--- src/rtl/hvd_pkg.sv ---
`timescale 1ns / 1ps
`default_nettype none
// Shared types, constants and cost arithmetic for the HMM Viterbi decoder.
// Used by hvd_acs_cell and hmm_viterbi_decoder_core; depends on nothing else.

package hvd_pkg;

   localparam int unsigned NUM_STATES  = 8;
   localparam int unsigned STATE_W     = 3;
   localparam int unsigned NUM_SYMBOLS = 16;
   localparam int unsigned SYM_W       = 4;
   localparam int unsigned MAX_LENGTH  = 64;
   localparam int unsigned POS_W       = 6;
   localparam int unsigned LEN_W       = 7;
   localparam int unsigned COST_W      = 16;

   localparam logic [COST_W-1:0] COST_INF = {COST_W{1'b1}};

   typedef enum logic [1:0] {
      OP_LOAD_TRANS = 2'd0,
      OP_LOAD_EMIS  = 2'd1,
      OP_LOAD_INIT  = 2'd2,
      OP_OBSERVE    = 2'd3
   } op_type;

   typedef logic [NUM_STATES-1:0][STATE_W-1:0] bp_row_type;

   // Table writes broadcast to every cell; each cell keeps its own slice.
   typedef struct packed {
      logic               trans_we;
      logic               emis_we;
      logic               init_we;
      logic [STATE_W-1:0] row;
      logic [SYM_W-1:0]   column;
      logic [COST_W-1:0]  cost;
   } cell_load_type;

   typedef struct packed {
      logic              load_e;
      logic [SYM_W-1:0]  symbol;
      logic              init_en;
      logic              acs_en;
      logic              norm_en;
      logic              clear_en;
      logic [COST_W-1:0] min;
   } cell_ctl_type;

   function automatic logic [COST_W-1:0] sat_add(input logic [COST_W-1:0] a,
                                                 input logic [COST_W-1:0] b);
      logic [COST_W:0] s;
      s = {1'b0, a} + {1'b0, b};
      if (a == COST_INF || b == COST_INF || s >= {1'b0, COST_INF}) begin
         return COST_INF;
      end
      return s[COST_W-1:0];
   endfunction

endpackage

`default_nettype wire

--- src/rtl/hvd_acs_cell.sv ---
`timescale 1ns / 1ps
`default_nettype none
// One add-compare-select cell of the decoder ring, owning one destination state.
// Depends on hvd_pkg for types, constants and saturating addition.

module hvd_acs_cell import hvd_pkg::*; #(
   parameter int unsigned CELL_INDEX = 0
) (
   input  wire logic               clock,
   input  wire logic               reset,
   input  wire cell_load_type      load,
   input  wire cell_ctl_type       ctl,
   input  wire logic [COST_W-1:0]  metric_in,
   input  wire logic [STATE_W-1:0] src_in,
   output logic [COST_W-1:0]       metric_out,
   output logic [STATE_W-1:0]      src_out,
   output logic [COST_W-1:0]       best_out,
   output logic [STATE_W-1:0]      arg_out
);

   localparam logic [STATE_W-1:0] MY_STATE = STATE_W'(CELL_INDEX);

   logic [COST_W-1:0]  trans_ff [NUM_STATES];
   logic [COST_W-1:0]  emis_ff  [NUM_SYMBOLS];
   logic [COST_W-1:0]  init_ff;
   logic [COST_W-1:0]  e_ff;
   logic [COST_W-1:0]  m_ff;
   logic [STATE_W-1:0] src_ff;
   logic [COST_W-1:0]  best_ff;
   logic [STATE_W-1:0] arg_ff;
   logic [COST_W-1:0]  cand_in;
   logic               take_in;

   // The metric held in m_ff belongs to source state src_ff; both travel the ring.
   assign cand_in = sat_add(sat_add(m_ff, trans_ff[src_ff]), e_ff);
   assign take_in = (cand_in < best_ff) || (cand_in == best_ff && src_ff < arg_ff);

   always_ff @(posedge clock) begin
      if (load.trans_we && load.column[STATE_W-1:0] == MY_STATE) begin
         trans_ff[load.row] <= load.cost;
      end
      if (load.emis_we && load.row == MY_STATE) begin
         emis_ff[load.column] <= load.cost;
      end
      if (load.init_we && load.row == MY_STATE) begin
         init_ff <= load.cost;
      end
      if (ctl.load_e) begin
         e_ff    <= emis_ff[ctl.symbol];
         best_ff <= COST_INF;
         arg_ff  <= '0;
      end else if (ctl.init_en) begin
         best_ff <= sat_add(init_ff, e_ff);
      end else if (ctl.acs_en && take_in) begin
         best_ff <= cand_in;
         arg_ff  <= src_ff;
      end
   end

   always_ff @(posedge clock) begin
      if (reset) begin
         m_ff   <= '0;
         src_ff <= MY_STATE;
      end else if (ctl.acs_en) begin
         m_ff   <= metric_in;
         src_ff <= src_in;
      end else if (ctl.norm_en) begin
         m_ff <= (best_ff == COST_INF) ? COST_INF : best_ff - ctl.min;
      end else if (ctl.clear_en) begin
         m_ff <= '0;
      end
   end

   assign metric_out = m_ff;
   assign src_out    = src_ff;
   assign best_out   = best_ff;
   assign arg_out    = arg_ff;

endmodule

`default_nettype wire

--- config.mk ---
export PLATFORM = sky130hd
export DESIGN_NAME = hvd_acs_cell
export DESIGN_NICKNAME = d
export VERILOG_FILES = /design/src/rtl/hvd_pkg.sv /design/src/rtl/hvd_acs_cell.sv
export SDC_FILE = /design/constraint.sdc
export NUM_CORES = 1
export LEC_CHECK = 0
export BUFFER_PORTS_ARGS = -buffer_cell sky130_fd_sc_hd__buf_2
export CORE_MARGIN = 4
export CORE_UTILIZATION = 40
export CTS_BUF_LIST = sky130_fd_sc_hd__clkbuf_4 sky130_fd_sc_hd__clkbuf_8 sky130_fd_sc_hd__clkbuf_16
export DETAILED_ROUTE_END_ITERATION = 8
export SETUP_SLACK_MARGIN = 0.1
export SYNTH_ARGS = -nofsm -noshare
export SYNTH_HDL_FRONTEND = slang
export SYNTH_SLANG_ARGS = --single-unit
export TNS_END_PERCENT = 10
--- constraint.sdc ---
create_clock -name clock -period 20.7 [get_ports clock]
set_clock_uncertainty 0.15 [all_clocks]
set_input_delay 2.07 -clock clock [delete_from_list [all_inputs] [get_ports clock]]
set_output_delay 2.07 -clock clock [all_outputs]
set_load 0.005 [all_outputs]
# Yosys cells after proc, flatten, opt, wreduce, memory -nomap -nowiden
# Memory sizes are Yosys's and may differ from the RTL's. A register that Yosys moved wholly into a read port is not among the register bits.
# Index checks and enable logic that the tools add are counted.
[op_classes]
add_sub_neg = 4
n_lt_le_gt_ge = 5
n_eq_ne = 7
muxes = 23
bitwise = 1
reduce_logical = 17
[ops]
columns = ["op", "count"]
rows = [
  ["$mux 16", 12],
  ["$eq 16x16->1 const B", 6],
  ["$add 16x16->17", 3],
  ["$ge 17x16->1 const B", 3],
  ["$eq 16x16->1", 1],
  ["$lt 16x16->1", 1],
  ["$sub 16x16->16", 1],
  ["$mux 1", 9],
  ["$logic_or 1x1->1", 7],
  ["$logic_not 3->1", 2],
  ["$mux 3", 2],
  ["$logic_and 1x1->1", 5],
  ["$lt 3x3->1", 1],
  ["$reduce_bool 3->1", 1],
  ["$reduce_and 2->1", 1],
  ["$reduce_bool 2->1", 1],
  ["$not 1->1", 1],
]
[totals]
regBits = 54
ramBits = 384
input_bits = 72
output_inout_bits = 38
memories = 2
[memory_table]
columns = ["memory", "words", "width", "read_ports", "rd_clocked_by_memory_dff", "write_ports", "line", "source"]
rows = [
  ["emis_ff", 16, 16, 1, 1, 1, "hvd_acs_cell.sv:24", "logic [COST_W-1:0] emis_ff [NUM_SYMBOLS];"],
  ["trans_ff", 8, 16, 1, 1, 1, "hvd_acs_cell.sv:23", "logic [COST_W-1:0] trans_ff [NUM_STATES];"],
]

# Depth between registers and ports, before layout
[logic_depth]
ltp_word = 16
ltp_mapped = 37

# Worst setup path before layout
# No wires, ideal clock.
[synth_timing]
kind = "reg-to-reg"
from = "reg with a tool-made name"
to = "reg arg_ff[0] (netlist: arg_out[0])"
setup_time_ps = 125
t_arrival_ps = 7660
required_ps = 20425
slack_ps = 12765
path_stages_with_launch = 33
period_less_slack_ps = 7935
path_cell_list = "dfxtp_1 > buf_2 > buf_2 > mux4_2 > mux2_2 > ha_1 > a21o_1 > or3_1 > a2bb2oi_2 > o31ai_4 > o211a_4 > clkbuf_1 > nand2_1 > fa_1 > a21oi_1 > o211ai_1 > o21bai_1 > a311o_1 > nor2_1 > nor4_1 > o211ai_4 > clkbuf_1 > nor2_1 > nand2_1 > ha_1 > nand4_1 > or2_2 > o21a_1 > o21ai_1 > nand2b_1 > clkbuf_1 > mux2i_1 > nor2_1"
[synth_rtl]
columns = ["item", "line", "source"]
rows = [
  ["end signal: assignment", "hvd_acs_cell.sv:56", "arg_ff <= src_ff;"],
  ["end: declaration", "hvd_acs_cell.sv:30", "logic [STATE_W-1:0] arg_ff;"],
]

==> metrics <==
status complete, no violations; DR pass1 iterations 5; Post-Route WL 53100 µm; Pwr Total 2.36 mW; post-route ant nets 0; R2R depth 30; sequential share of the synthesized area 0.627; worst hold path class reg -> reg; clk sinks 457; Die Y 238 µm; Ports 110; floorplan core area 52600 µm²; post-CTS setup buffers 0; Clock power frac 0.347; Critical Path AT 9.29 ns; power density cells 97.7 nW/µm²; Slew Viols, Final 0; switching share of power 0.286; RSZ-0062 raised after global routing no; area grow syn2layout 14.0%; CP endpoint kind flop; Final nets 1683; largest net degree at the start of global routing 65; non-filler cells in the finished layout 2248; CTS tree done; CTS buffer count 48; Post-synth EDFFs 416; Post-Place Cells 2164; Fillers 4575; Reg power frac 0.444; share of layout cells above drive strength 1 0.229; drt drc 0; vias in the first global route about 13000; Post-synth top flop edfxtp_1; Worst-path clk slew roughly 0.060 ns; synthesized area 21200 µm²; crit path max fanout 32; Rows 84; Routed wire per std cell about 24 µm; Syn Nets between 1500 and 2000; Post-CTS Hold Buffers 0; initial DRC count 974; Final Instance Area 24200 µm²; Max-Cap Viols 0; setup total negative slack 0 ns; die area 56800 µm²; peak supply drop 0.0744 mV; Starting Density 0.404; most frequent CP cell ha_1; P_leak 8.45 nW; fmax 111 MHz; Setup CP Type reg -> reg; post-cts sizing count 0; worst skew pair latency slightly above 0.6 ns; period utilization 0.436; ys async rst share 0; Die X between 200 and 250 µm; hold depth 2; worst hold margin 0.402 ns; #FFs+latches synth between 400 and 500; cell internal pwr 1.69 mW; Via density 5.68; Yosys warning total 0; count of input and output buffers 109; Yosys cell types 72; Tmin final 9.03 ns; slew at the pin closest to its max-slew limit 1.20 ns; Worst slew margin 0.200; Area after DPL 22700 µm²; initial antenna violation count 2; first-pass GRT wire length 80600 µm; combinational share of power 0.209; Final Hold Viols 0; Startpoint Class flop; worst-case clock buffer depth 3; Synth Instances 1392; Syn Area/Cell 15.2 µm²; GRT overflow 0; Sw Pwr around 0.68 mW; GRT Resource Usage Total 0.186; htree depth 2; Final HPWL DP 36000 µm; Vias 12800; CTS root buf clkbuf_16; CP peak stage delay 0.61 ns; final setup fails 0; Slowest-stage cell, CP mux4_2; WP data required around 21 ns; RD Place Congestion 0.872
## synth_stat cells, types with 11 or more instances
master      n  share of area
a21o_1     22         0.0078
a21oi_1    75          0.018
buf_1      13         0.0023
clkbuf_1   35         0.0062
dfxtp_1    41          0.039
edfxtp_1  416           0.59
ha_1       81          0.048
inv_1      52         0.0092
mux2_2     14         0.0074
mux2i_1    11         0.0052
mux4_2    112           0.12
nand2_1    73          0.013
nand2b_1   21         0.0062
nand3_1    17         0.0040
nand4_1    32         0.0094
nor2_1     85          0.015
nor3_1     23         0.0054
nor4_1     12         0.0035
o211ai_1   14         0.0050
o21ai_0    35         0.0083
or3_1      18         0.0053
xnor2_1    25          0.010
xor2_1     22         0.0091
## worst max-delay path: cells and delay by family (launching register included)
kind	cells	cell delay, ns
mux	2	0.90
simple gates	10	2.80
compound gates	12	2.61
fa+ha+maj	4	1.32
flops	1	0.31
buf+inv	2	0.76
## metal layers
metal,vias to the layer above,GRT usage,part of all wire
li1,5818,-,-
met1,6482,0.263,0.43
met2,416,0.304,0.48
met3,59,0.0289,0.060
met4,0,0.0494,0.020
met5,-,0,0
## state kept, by name, summed over array words and instances (netlist names), named ones only
name	flops
arg_out	3
best_out	16
e_ff	16
emis_ff	256
init_ff	16
metric_out	16
src_out	3
trans_ff	128
## power by group through the flow
stage	clock network (mW)	logic (mW)	registers (mW)
5_1_grt	0.883	0.547	1.05
2_1_floorplan	0	0.347	1.06
4_1_cts	0.841	0.493	1.05
3_3_place_gp	0	0.485	1.07
6_report	0.820	0.494	1.05
3_5_place_dp	0	0.490	1.07
## cell type report
cell class / count / area, µm² / area share
Multi-Input combinational cell: 827 / 7530 / 0.311
Tap cell: 688 / 861 / 0.0356
Antenna cell: 1 / 2.50 / 0.000103
Inverter: 54 / 203 / 0.00838
Clock inverter: 28 / 267 / 0.0110
Clock buffer: 55 / 1250 / 0.0518
Timing Repair Buffer: 138 / 766 / 0.0316
Sequential cell: 457 / 13300 / 0.550
## cells in the final DEF (no fill, tap or decap), drive strengths merged, types with 8 or more instances in the layout
cell type,synthesis,final
nand2b,21,21
clkbuf,35,55
nand3,17,17
clkinv,1,24
nor4,12,12
edfxtp,416,416
ha,81,81
nand2,73,73
a21oi,75,75
nor2,85,85
nor3,23,23
xor2,22,22
nand4,32,32
a211oi,9,9
xnor2,25,25
buf,19,138
a21o,22,22
o211ai,15,15
o21ai,45,45
or3,18,18
o21bai,8,8
mux4,112,112
dfxtp,41,41
mux2i,11,11
inv,53,56
mux2,14,14
nor4b,9,9
## metrics by stage
stage | setup slack, ns | util
2_1_floorplan | 12.76 | -
6_report | 11.67 | 0.460
3_5_place_dp | 11.65 | 0.431
3_3_place_gp | 11.79 | 0.431
5_1_grt | 10.97 | 0.460
4_1_cts | 11.60 | 0.460
## final timing paths
check,start,end,slack (ns)
setup / recovery,flop,best_out[7],11.67
hold / removal,arg_out[1],arg_out[1],0.40
setup reg to reg,flop,best_out[7],11.67
hold reg to reg,arg_out[1],arg_out[1],0.40
## cells by family (layout without fill, tap and decap cells)
| kind of cell | count (synthesis) | in the layout | share of synthesized area |
|---|---|---|---|
| XOR/XNOR | 47 | 47 | 0.0194 |
| AO/OA/AOI/OAI | 242 | 242 | 0.0761 |
| multiplexers | 137 | 137 | 0.132 |
| adder cells (fa/ha/maj) | 85 | 85 | 0.0515 |
| buffers and inverters | 108 | 275 | 0.0198 |
| other | 0 | 1 | 0 |
| AND/OR/NAND/NOR | 316 | 316 | 0.0742 |
| flip-flops | 457 | 457 | 0.627 |
Note: power is estimated with default switching activity, not from simulation.
